===== src/rtl/spf_pkg.sv =====
// Shared types and constants of the spectral peak frequency finder.
package spf_pkg;

  localparam int MAX_FFT_SIZE_DEF = 65536;
  localparam int SAMPLE_WIDTH_DEF = 16;

  // configuration register widths and reset values
  localparam int SR_W   = 18;
  localparam int FS_W   = 17;
  localparam int MM_W   = 32;
  localparam logic [SR_W-1:0] SRATE_RESET  = 18'd48000;
  localparam logic [FS_W-1:0] FSIZE_RESET  = 17'd1024;
  localparam logic [MM_W-1:0] MINMAG_RESET = 32'd0;

  // sample rate scaled by 256 (8 fraction bits)
  localparam int S_W = SR_W + 8;

  // result field widths
  localparam int FREQ_W = 25;
  localparam int PBIN_W = 16;
  localparam int PPOW_W = 32;
  localparam int OUT_W  = 2 + PBIN_W + PPOW_W + FREQ_W;
  localparam int OUT_DW = ((OUT_W + 7) / 8) * 8;
  localparam logic [FREQ_W-1:0] FREQ_MAX = '1;

  // configuration port
  localparam int CFG_IDX_W  = 2;
  localparam int CFG_DATA_W = 32;
  localparam logic [CFG_IDX_W-1:0] REG_SAMPLE_RATE = 2'd0;
  localparam logic [CFG_IDX_W-1:0] REG_FFT_SIZE    = 2'd1;
  localparam logic [CFG_IDX_W-1:0] REG_MIN_MAG     = 2'd2;

  typedef enum logic {
    OP_MUL = 1'b0,
    OP_DIV = 1'b1
  } iter_op_e;

  typedef struct packed {
    logic sq_re;
    logic sq_im;
    logic upd;
    logic clear;
  } trk_ctrl_t;

  // result beat, found in bit 0
  typedef struct packed {
    logic [OUT_DW-OUT_W-1:0] pad;
    logic [FREQ_W-1:0]       frequency_q8;
    logic [PPOW_W-1:0]       peak_power;
    logic [PBIN_W-1:0]       peak_bin;
    logic                    fit_ok;
    logic                    found;
  } out_beat_t;

endpackage


===== src/rtl/spf_iter.sv =====
// Shared shift-add multiplier / restoring divider, one bit per cycle.
module spf_iter import spf_pkg::*; #(
  parameter int W  = 58,
  parameter int NW = $clog2(W + 1)
) (
  input  logic          clk_i,
  input  logic          rst_ni,
  input  logic          start_i,
  input  iter_op_e      op_i,
  input  logic [W-1:0]  opa_i,   // multiplicand or divisor
  input  logic [W-1:0]  opb_i,   // multiplier (msb aligned) or dividend
  input  logic [NW-1:0] steps_i,
  output logic          busy_o,
  output logic [W-1:0]  acc_o,   // product or remainder
  output logic [W-1:0]  quo_o    // quotient
);

  logic [W:0]    acc_q, acc_d;
  logic [W-1:0]  shr_q, shr_d;
  logic [W-1:0]  opa_q;
  iter_op_e      op_q;
  logic [NW-1:0] cnt_q;
  logic          busy_q;

  logic [W:0]    shifted;
  logic [W:0]    addend;
  logic          cin;
  logic [W+1:0]  sum;
  logic          take;

  always_comb begin
    shifted = {acc_q[W-1:0], (op_q == OP_DIV) ? shr_q[W-1] : 1'b0};
    if (op_q == OP_DIV) begin
      addend = ~{1'b0, opa_q};
      cin    = 1'b1;
    end else begin
      addend = shr_q[W-1] ? {1'b0, opa_q} : '0;
      cin    = 1'b0;
    end
    sum  = {1'b0, shifted} + {1'b0, addend} + (W+2)'(cin);
    take = sum[W+1];  // no borrow on subtract
    if (op_q == OP_DIV) begin
      acc_d = take ? sum[W:0] : shifted;
      shr_d = {shr_q[W-2:0], take};
    end else begin
      acc_d = sum[W:0];
      shr_d = {shr_q[W-2:0], 1'b0};
    end
  end

  always_ff @(posedge clk_i or negedge rst_ni) begin
    if (!rst_ni) begin
      busy_q <= 1'b0;
      cnt_q  <= '0;
    end else if (start_i) begin
      busy_q <= 1'b1;
      cnt_q  <= steps_i;
    end else if (busy_q) begin
      cnt_q <= cnt_q - NW'(1);
      if (cnt_q == NW'(1)) begin
        busy_q <= 1'b0;
      end
    end
  end

  always_ff @(posedge clk_i) begin
    if (start_i) begin
      acc_q <= '0;
      shr_q <= opb_i;
      opa_q <= opa_i;
      op_q  <= op_i;
    end else if (busy_q) begin
      acc_q <= acc_d;
      shr_q <= shr_d;
    end
  end

  assign busy_o = busy_q;
  assign acc_o  = acc_q[W-1:0];
  assign quo_o  = shr_q;

endmodule


===== src/rtl/spf_track.sv =====
// Bin power and running peak tracker with neighbor capture.
module spf_track import spf_pkg::*; #(
  parameter int SAMPLE_WIDTH = SAMPLE_WIDTH_DEF,
  parameter int MAX_FFT_SIZE = MAX_FFT_SIZE_DEF,
  parameter int PW           = 2 * SAMPLE_WIDTH,
  parameter int CW           = $clog2(MAX_FFT_SIZE / 2 + 1)
) (
  input  logic                           clk_i,
  input  logic                           rst_ni,
  input  trk_ctrl_t                      ctrl_i,
  input  logic signed [SAMPLE_WIDTH-1:0] re_i,
  input  logic signed [SAMPLE_WIDTH-1:0] im_i,
  input  logic                           last_i,
  input  logic [MM_W-1:0]                min_mag_i,
  output logic [PW-1:0]                  best_power_o,
  output logic [CW-1:0]                  best_index_o,
  output logic [PW-1:0]                  left_power_o,
  output logic [PW-1:0]                  right_power_o
);

  localparam int HALF  = MAX_FFT_SIZE / 2;
  localparam int CMP_W = (PW > MM_W) ? PW : MM_W;

  logic signed [SAMPLE_WIDTH-1:0] mul_op;
  logic signed [PW-1:0]           sq;
  logic [PW-1:0] prod_q, lo_q;
  logic [PW-1:0] p, e;
  logic [CW-1:0] cnt_q;
  logic [PW-1:0] prev_q, best_q, left_q, right_q;
  logic [CW-1:0] idx_q;
  logic          cap_q;

  // one squarer, real part first then imaginary
  assign mul_op = ctrl_i.sq_im ? im_i : re_i;
  assign sq     = mul_op * mul_op;

  always_ff @(posedge clk_i) begin
    if (ctrl_i.sq_re) begin
      prod_q <= sq;
    end
    if (ctrl_i.sq_im) begin
      lo_q   <= prod_q;
      prod_q <= sq;
    end
  end

  always_comb begin
    p = lo_q + prod_q;
    if (cnt_q == '0 || last_i || CMP_W'(p) <= CMP_W'(min_mag_i)) begin
      e = '0;
    end else begin
      e = p;
    end
  end

  always_ff @(posedge clk_i or negedge rst_ni) begin
    if (!rst_ni) begin
      cnt_q   <= '0;
      prev_q  <= '0;
      best_q  <= '0;
      idx_q   <= '0;
      left_q  <= '0;
      right_q <= '0;
      cap_q   <= 1'b0;
    end else if (ctrl_i.clear) begin
      cnt_q   <= '0;
      prev_q  <= '0;
      best_q  <= '0;
      idx_q   <= '0;
      left_q  <= '0;
      right_q <= '0;
      cap_q   <= 1'b0;
    end else if (ctrl_i.upd) begin
      if (e > best_q) begin
        best_q <= e;
        idx_q  <= cnt_q;
        left_q <= prev_q;
        cap_q  <= 1'b1;
      end else if (cap_q) begin
        right_q <= e;
        cap_q   <= 1'b0;
      end
      prev_q <= e;
      if (cnt_q < CW'(HALF)) begin
        cnt_q <= cnt_q + CW'(1);
      end
    end
  end

  assign best_power_o  = best_q;
  assign best_index_o  = idx_q;
  assign left_power_o  = left_q;
  assign right_power_o = right_q;

endmodule


===== src/rtl/spectral_peak_frequency_finder_unit.sv =====
// Top level: stream ports, configuration, frame sequencer and result register.
//
// Usage. FFT bins enter on the s_axis group, one beat per bin from DC up to
// the Nyquist bin, which carries s_axis_tlast. tdata holds bin_real in the
// low SAMPLE_WIDTH bits and bin_imag above it. Each bin passes through the
// accept state, real then imaginary on the single squarer, and a tracker update.
// The beat with tlast closes the frame and yields one result beat on m_axis.
// The frame end runs the shared shift/add unit one bit per cycle:
// |num|*S (26 steps), /2D (W steps), k*S (CW steps), T/fft_size (W steps),
// with W = max(2*SAMPLE_WIDTH, CW) + 26 and CW = clog2(MAX_FFT_SIZE/2+1). From
// the tracker update of the last bin the result is registered after the fit
// state and these runs, without the first two when no fit is needed and
// without any when no peak was found. s_axis_tready is high only while the
// sequencer is idle.
// A single output register holds the result; a new frame may stream in while
// it waits. If the receiver still stalls when the next frame ends, the block
// holds that result and takes no bins until the register frees.
// Configuration writes (cfg_*) are taken every cycle and must only occur
// while the block is idle. Reset restores register defaults (48000 Hz,
// 1024 points, threshold 0) and clears the frame state.
module spectral_peak_frequency_finder_unit import spf_pkg::*; #(
  parameter int MAX_FFT_SIZE = MAX_FFT_SIZE_DEF,
  parameter int SAMPLE_WIDTH = SAMPLE_WIDTH_DEF
) (
  input  logic                                      clk_i,
  input  logic                                      rst_ni,
  // bins: [SAMPLE_WIDTH-1:0] bin_real, [2*SAMPLE_WIDTH-1:SAMPLE_WIDTH] bin_imag
  input  logic                                      s_axis_tvalid,
  output logic                                      s_axis_tready,
  input  logic [((2*SAMPLE_WIDTH+7)/8)*8-1:0]       s_axis_tdata,
  input  logic                                      s_axis_tlast,
  // result: [0] found, [1] fit_ok, [17:2] peak_bin, [49:18] peak_power,
  //         [74:50] frequency_q8, [79:75] zero
  output logic                                      m_axis_tvalid,
  input  logic                                      m_axis_tready,
  output logic [OUT_DW-1:0]                         m_axis_tdata,
  // configuration writes
  input  logic                                      cfg_valid_i,
  output logic                                      cfg_ready_o,
  input  logic [CFG_IDX_W-1:0]                      cfg_index_i,
  input  logic [CFG_DATA_W-1:0]                     cfg_data_i
);

  localparam int PW = 2 * SAMPLE_WIDTH;                  // bin power
  localparam int CW = $clog2(MAX_FFT_SIZE / 2 + 1);      // bin index
  localparam int DW = PW + 3;                            // signed fit terms
  localparam int TW = CW + S_W;                          // k*S + offset
  localparam int W  = (PW + S_W > TW) ? PW + S_W : TW;   // shared unit
  localparam int NW = $clog2(W + 1);

  // sequencer states
  localparam logic [3:0] ST_IDLE  = 4'd0;
  localparam logic [3:0] ST_SQRE  = 4'd1;
  localparam logic [3:0] ST_SQIM  = 4'd2;
  localparam logic [3:0] ST_UPD   = 4'd3;
  localparam logic [3:0] ST_FIT   = 4'd4;
  localparam logic [3:0] ST_MUL1  = 4'd5;
  localparam logic [3:0] ST_MUL1W = 4'd6;
  localparam logic [3:0] ST_DIV1  = 4'd7;
  localparam logic [3:0] ST_DIV1W = 4'd8;
  localparam logic [3:0] ST_MUL2  = 4'd9;
  localparam logic [3:0] ST_MUL2W = 4'd10;
  localparam logic [3:0] ST_SUMT  = 4'd11;
  localparam logic [3:0] ST_DIV2  = 4'd12;
  localparam logic [3:0] ST_DIV2W = 4'd13;
  localparam logic [3:0] ST_RES   = 4'd14;

  logic [3:0] state_q, state_d;

  // configuration registers
  logic [SR_W-1:0] srate_q;
  logic [FS_W-1:0] fsize_q;
  logic [MM_W-1:0] minmag_q;
  logic [S_W-1:0]  s_scaled;

  // captured bin
  logic signed [SAMPLE_WIDTH-1:0] re_q, im_q;
  logic                           last_q;
  logic                           in_fire;

  // tracker
  trk_ctrl_t     trk_ctrl;
  logic [PW-1:0] trk_best, trk_left, trk_right;
  logic [CW-1:0] trk_idx;

  // fit terms latched at frame end
  logic signed [DW-1:0] fa_s, fb_s, fc_s, d_s, num_s, mag_s;
  logic                 found_c, ok_c, fit_c;
  logic                 found_q, ok_q, neg_q;
  logic [PW-1:0]        mag_q;
  logic [DW-1:0]        d2_q;
  logic [CW-1:0]        k_q;
  logic [PPOW_W-1:0]    ppow_q;
  logic [S_W-1:0]       q_q;
  logic [TW-1:0]        t_q, prod2;
  logic [FREQ_W-1:0]    freq_q;

  // shared unit
  logic          it_start, it_busy;
  iter_op_e      it_op;
  logic [W-1:0]  it_opa, it_opb, it_acc, it_quo;
  logic [NW-1:0] it_steps;

  // output register
  logic      m_valid_q;
  out_beat_t m_data_q, beat;
  logic      out_free;

  assign cfg_ready_o   = 1'b1;
  assign s_axis_tready = (state_q == ST_IDLE);
  assign in_fire       = s_axis_tvalid && s_axis_tready;
  assign s_scaled      = {srate_q, 8'd0};
  assign out_free      = !m_valid_q || m_axis_tready;

  always_ff @(posedge clk_i or negedge rst_ni) begin
    if (!rst_ni) begin
      srate_q  <= SRATE_RESET;
      fsize_q  <= FSIZE_RESET;
      minmag_q <= MINMAG_RESET;
    end else if (cfg_valid_i) begin
      unique case (cfg_index_i)
        REG_SAMPLE_RATE: srate_q  <= cfg_data_i[SR_W-1:0];
        REG_FFT_SIZE:    fsize_q  <= cfg_data_i[FS_W-1:0];
        REG_MIN_MAG:     minmag_q <= cfg_data_i[MM_W-1:0];
        default: ;
      endcase
    end
  end

  always_ff @(posedge clk_i) begin
    if (in_fire) begin
      re_q   <= s_axis_tdata[SAMPLE_WIDTH-1:0];
      im_q   <= s_axis_tdata[2*SAMPLE_WIDTH-1:SAMPLE_WIDTH];
      last_q <= s_axis_tlast;
    end
  end

  always_comb begin
    trk_ctrl       = '0;
    trk_ctrl.sq_re = (state_q == ST_SQRE);
    trk_ctrl.sq_im = (state_q == ST_SQIM);
    trk_ctrl.upd   = (state_q == ST_UPD);
    trk_ctrl.clear = (state_q == ST_FIT);  // terms are latched in the same cycle
  end

  spf_track #(
    .SAMPLE_WIDTH(SAMPLE_WIDTH),
    .MAX_FFT_SIZE(MAX_FFT_SIZE),
    .PW          (PW),
    .CW          (CW)
  ) u_track (
    .clk_i        (clk_i),
    .rst_ni       (rst_ni),
    .ctrl_i       (trk_ctrl),
    .re_i         (re_q),
    .im_i         (im_q),
    .last_i       (last_q),
    .min_mag_i    (minmag_q),
    .best_power_o (trk_best),
    .best_index_o (trk_idx),
    .left_power_o (trk_left),
    .right_power_o(trk_right)
  );

  // parabola terms: D = 2fb - fa - fc, num = fc - fa
  always_comb begin
    fa_s    = $signed(DW'(trk_left));
    fb_s    = $signed(DW'(trk_best));
    fc_s    = $signed(DW'(trk_right));
    d_s     = (fb_s <<< 1) - fa_s - fc_s;
    num_s   = fc_s - fa_s;
    mag_s   = (num_s < 0) ? -num_s : num_s;
    found_c = (trk_best != '0);
    ok_c    = found_c && (num_s >= -d_s) && (num_s < d_s);
    fit_c   = ok_c && (d_s > 0) && (num_s != 0);
  end

  // shared unit operands
  always_comb begin
    it_start = 1'b0;
    it_op    = OP_DIV;
    it_opa   = '0;
    it_opb   = '0;
    it_steps = NW'(W);
    unique case (state_q)
      ST_MUL1: begin
        it_start = 1'b1;
        it_op    = OP_MUL;
        it_opa   = W'(mag_q);
        it_opb   = {s_scaled, {(W-S_W){1'b0}}};
        it_steps = NW'(S_W);
      end
      ST_DIV1: begin
        it_start = 1'b1;
        it_opa   = W'(d2_q);
        it_opb   = it_acc;
      end
      ST_MUL2: begin
        it_start = 1'b1;
        it_op    = OP_MUL;
        it_opa   = W'(s_scaled);
        it_opb   = {k_q, {(W-CW){1'b0}}};
        it_steps = NW'(CW);
      end
      ST_DIV2: begin
        it_start = 1'b1;
        it_opa   = W'(fsize_q);
        it_opb   = W'(t_q);
      end
      default: ;
    endcase
  end

  spf_iter #(
    .W (W),
    .NW(NW)
  ) u_iter (
    .clk_i  (clk_i),
    .rst_ni (rst_ni),
    .start_i(it_start),
    .op_i   (it_op),
    .opa_i  (it_opa),
    .opb_i  (it_opb),
    .steps_i(it_steps),
    .busy_o (it_busy),
    .acc_o  (it_acc),
    .quo_o  (it_quo)
  );

  always_comb begin
    state_d = state_q;
    unique case (state_q)
      ST_IDLE:  if (in_fire) state_d = ST_SQRE;
      ST_SQRE:  state_d = ST_SQIM;
      ST_SQIM:  state_d = ST_UPD;
      ST_UPD:   state_d = last_q ? ST_FIT : ST_IDLE;
      ST_FIT: begin
        if (!found_c) begin
          state_d = ST_RES;
        end else if (fit_c) begin
          state_d = ST_MUL1;
        end else begin
          state_d = ST_MUL2;
        end
      end
      ST_MUL1:  state_d = ST_MUL1W;
      ST_MUL1W: if (!it_busy) state_d = ST_DIV1;
      ST_DIV1:  state_d = ST_DIV1W;
      ST_DIV1W: if (!it_busy) state_d = ST_MUL2;
      ST_MUL2:  state_d = ST_MUL2W;
      ST_MUL2W: if (!it_busy) state_d = ST_SUMT;
      ST_SUMT:  state_d = ST_DIV2;
      ST_DIV2:  state_d = ST_DIV2W;
      ST_DIV2W: if (!it_busy) state_d = ST_RES;
      ST_RES:   if (out_free) state_d = ST_IDLE;
      default:  state_d = ST_IDLE;
    endcase
  end

  always_ff @(posedge clk_i or negedge rst_ni) begin
    if (!rst_ni) begin
      state_q <= ST_IDLE;
    end else begin
      state_q <= state_d;
    end
  end

  assign prod2 = it_acc[TW-1:0];

  // frame-end datapath
  always_ff @(posedge clk_i) begin
    unique case (state_q)
      ST_FIT: begin
        found_q <= found_c;
        ok_q    <= ok_c;
        neg_q   <= (num_s < 0);
        mag_q   <= mag_s[PW-1:0];
        d2_q    <= d_s << 1;
        k_q     <= trk_idx;
        ppow_q  <= PPOW_W'(trk_best);
        q_q     <= '0;
        freq_q  <= '0;
      end
      ST_DIV1W: begin
        // negative offset rounds toward minus infinity
        if (!it_busy) begin
          q_q <= it_quo[S_W-1:0] + S_W'(neg_q && (it_acc != '0));
        end
      end
      ST_SUMT: begin
        t_q <= neg_q ? prod2 - TW'(q_q) : prod2 + TW'(q_q);
      end
      ST_DIV2W: begin
        if (!it_busy) begin
          freq_q <= (|it_quo[W-1:FREQ_W]) ? FREQ_MAX : it_quo[FREQ_W-1:0];
        end
      end
      default: ;
    endcase
  end

  always_comb begin
    beat              = '0;
    beat.found        = found_q;
    beat.fit_ok       = found_q && ok_q;
    beat.peak_bin     = found_q ? PBIN_W'(k_q) : '0;
    beat.peak_power   = found_q ? ppow_q : '0;
    beat.frequency_q8 = found_q ? freq_q : '0;
  end

  always_ff @(posedge clk_i or negedge rst_ni) begin
    if (!rst_ni) begin
      m_valid_q <= 1'b0;
    end else if (state_q == ST_RES && out_free) begin
      m_valid_q <= 1'b1;
    end else if (m_axis_tready) begin
      m_valid_q <= 1'b0;
    end
  end

  always_ff @(posedge clk_i) begin
    if (state_q == ST_RES && out_free) begin
      m_data_q <= beat;
    end
  end

  assign m_axis_tvalid = m_valid_q;
  assign m_axis_tdata  = m_data_q;

endmodule


===== config.mk =====
export PLATFORM = sky130hd
export DESIGN_NAME = spectral_peak_frequency_finder_unit
export DESIGN_NICKNAME = d
export VERILOG_FILES = /design/src/rtl/spf_pkg.sv /design/src/rtl/spf_iter.sv /design/src/rtl/spf_track.sv /design/src/rtl/spectral_peak_frequency_finder_unit.sv
export SDC_FILE = /design/constraint.sdc
export NUM_CORES = 2
export LEC_CHECK = 0
export BUFFER_PORTS_ARGS = -buffer_cell sky130_fd_sc_hd__clkbuf_2
export CORE_MARGIN = 2
export CORE_UTILIZATION = 31
export CTS_CLUSTER_DIAMETER = 30
export DETAILED_ROUTE_END_ITERATION = 8
export GPL_TIMING_DRIVEN = 0
export PLACE_DENSITY = 0.5
export SLEW_MARGIN = 5
export SYNTH_ARGS = -nofsm -noshare
export SYNTH_HDL_FRONTEND = slang
export SYNTH_SLANG_ARGS = --single-unit

===== constraint.sdc =====
create_clock -name clk_i -period 11.5 [get_ports clk_i]
set_clock_uncertainty 0.2 [all_clocks]
set_input_delay 1.15 -clock clk_i [delete_from_list [all_inputs] [get_ports clk_i]]
set_output_delay 1.15 -clock clk_i [all_outputs]
set_load 0.01 [all_outputs]

==> flow_summary.yaml <==
outcome:
  status: "completed"
routing:
  drt-wirelength-per-cell_um: 21.48
  drt_iter0_markers: 3106
  dr.pass1.iters: 6
  drc: 0
  ant_nets: 0
  wl_met3_mm: 7.857
  wl_met1_mm: 80.30
  route.met2.wl_mm: 90.87
  top_layer: "met5"
  post_drt_via_cell_ratio: 5.084
  drt_wl_total_mm: 186.1
  via_count: 44039
global_routing:
  grt_start_max_net_pins: 97
  antenna_found_initial: 13
  grt_use_total_pct: 19.91
  grt_first_pass_wirelength_mm: 279.0
  gr-total-overflow: 0
  grt_pass1_vias: 44955
sta:
  drv_slew: 0
  fmax_ghz: 0.09057
  min_period_ns: 11.04
  setup_violations: 0
  timing_hold_violations_final: 0
  rsz0062_at_grt: "false"
  fin_tns_setup_ns: 0
  worst_pin_slew_ns: 1.382
  relSlewSlack_pct: 5.198
  period_share_pct: 96.01
finish:
  drive_gt1_share_pct: 10.58
  layout.cells.most_common_list: "inv_1 (590), nand2_1 (583), edfxtp_1 (473), ha_1 (449), nor2_1 (430)"
  num-fill-cells: 18016
  syn2layout_area_growth_pct: 20.21
  nets: 6882
  layout_commonest_cell: "inv_1"
  fin_util_pct: 37.38
clocking:
  clkTransAtPathRegs_ns: 0.05
  cts_hold_buf: 0
  cts_buffers: 191
  cts.sinks: 771
  htree_levels: 4
  clk_latency_ns: 0.81
  cts_tree: "built"
  clock-root-buffer: "clkbuf_16"
  post-cts-setup-buffers: 0
  cts_buffer_depth: 3
  ctsResizeCount: 1
yosys:
  synth_top_area_share_pct: 25.33
  async_reset_ff_share_pct: 31.13
  synth_top_area_cell: "edfxtp_1"
  syn_area_per_cell_um2: 9.760
  yosysSeqAreaShare_pct: 38.12
  synth_cell_type_count: 90
  synthFlopType: "edfxtp_1"
  synthesis.area_mm2: 0.05608
  ys_warn_count: 0
  synth_area_leaders: "edfxtp_1 (25%), dfrtp_1 (10%), ha_1 (10%)"
  synth_edf_count: 473
  synth_seq_cells: 771
  syn_inst: 5746
run:
  cap_violations: 0
floorplanning:
  core_region_area_mm2: 0.1804
  std_cell_rows: 156
  start_util_pct: 31.10
  floorplan.die_area_mm2: 0.1843
  die_x_um: 429.3
  die_h_um: 429.3
  floorplan.io_pins: 155
worst_setup_path:
  worst_path_max_delay_cell: "o31ai_1"
  crit_type: "flop to flop"
  max_stage_delay_ns: 0.76
  crit_path_max_fanout: 10
  critPathArrivalTime_ns: 11.48
  cp_data_required_time_ns: 11.94
  end_kind: "flop"
  worst_setup_path_start_kind: "flop"
power_and_ir_drop:
  ir_drop_mv: 0.1525
  totalPowerFinal_mw: 11.50
  leakage_nw: 28.66
  power_density_mw_per_mm2: 170.5
placement:
  portBuffers: 148
  dpl.hpwl_mm: 148.1
  place.gp.congestion: 0.9085
min_path:
  hold_path_class: "input pin to async pin"
## metal layers
layer	vias up	global-route usage [%]
met1	21408	24.80
met5	-	0
met3	284	2.872
met4	4	8.006
met2	1096	34.51
li1	21247	-
## where the power goes
group	leakage, nW	internal [mW]	switching (mW)
clock network	3.36	3.95	1.82
registers	7.44	3.25	0.429
logic	17.9	0.898	1.15
## worst paths after layout
check	slack (ns)	start	depth (start not counted)	end
hold / removal	0.17	rst_ni	1	u_track.prev_q[2]
min in group clk_i	0.24	u_track.prod_q[14]	0	u_track.lo_q[14]
hold reg to reg	0.24	u_track.prod_q[14]	0	u_track.lo_q[14]
setup / recovery	0.46	u_track.prod_q[3]	35	u_track.best_power_o[27]
setup reg to reg	0.46	u_track.prod_q[3]	35	u_track.best_power_o[27]
max in group asynchronous	9.90	rst_ni	2	u_track.best_index_o[0]
## area by class of cell
class | instances | area [um^2] | share of cell area (%)
multi-input combinational | 4174 | 31760 | 47.11
clock inverter | 135 | 1917 | 2.843
tap | 2370 | 2965 | 4.398
clock buffer | 228 | 5132 | 7.613
sequential | 771 | 21380 | 31.71
antenna | 5 | 12.51 | 0.01856
timing repair buffer | 174 | 1195 | 1.772
inverter | 598 | 2247 | 3.333
buffer | 207 | 808.3 | 1.199
## synthesized netlist by cell type (48+ instances only)
cell and number:
xnor2_1 235, nor2b_1 50, a211oi_1 52, xor2_1 99, nand4_1 60, ha_1 449
o21a_1 50, edfxtp_1 473, clkbuf_1 191, a21oi_1 318, dfxtp_1 58, nor3_1 69
a222oi_1 53, inv_1 591, o21ai_0 297, fa_1 244, nand2_1 583, nor2_1 433
mux2i_1 66, mux2_2 77, and2_1 109, dfrtp_1 232, o31ai_1 81, nand3_1 105
a21o_1 166, nor4_1 48
## sequential cells by signal (all words and copies together) (netlist names), 17 cells and up
name	cells
fsize_q	17
u_iter.quo_o	58
u_iter.acc_q	58
q_q	26
srate_q	18
mag_q	31
u_track.prod_q	31
u_iter.opa_q	35
u_track.prev_q	32
t_q	42
u_track.lo_q	31
freq_q	25
u_track.left_power_o	32
d2_q	34
minmag_q	32
m_axis_tdata	75
u_track.right_power_o	32
u_track.best_power_o	32
ppow_q	32
## cell families (layout without fill, tap and decap cells)
kind of cell | count (synthesis) | in the layout | share of synthesized area, %
flip-flops | 771 | 771 | 38.12
buffers and inverters | 805 | 1342 | 5.430
multiplexers | 143 | 143 | 2.724
XOR/XNOR | 335 | 335 | 5.245
other | 2 | 11 | 0.01339
adder cells (fa/ha/maj) | 693 | 693 | 18.73
AO/OA/AOI/OAI | 1342 | 1342 | 15.88
AND/OR/NAND/NOR | 1655 | 1655 | 13.85
## stage by stage
step | instances | cell area, um^2 | worst slack, ns | hold WS, ns
after floorplan | 5750 | 56100 | 2.254 | 0.2242
after detailed placement | 8294 | 60340 | -0.007325 | 0.2296
after CTS | 8657 | 67390 | 0.2359 | 0.1509
after global placement | 8268 | 59800 | -0.7505 | 0.2329
after global routing | 8660 | 67410 | 0.08431 | 0.1905
final | 8662 | 67420 | 0.4588 | 0.1735
## critical path, delay by kind of cell (launching register included)
family,cells,cell delay (ns)
simple gates,10,1.79
flops,1,0.39
fa+ha+maj,3,1.09
buf+inv,3,1.64
compound gates,18,5.01
xor+xnor,1,0.74
No activity file was read; power rests on OpenSTA's default activity.
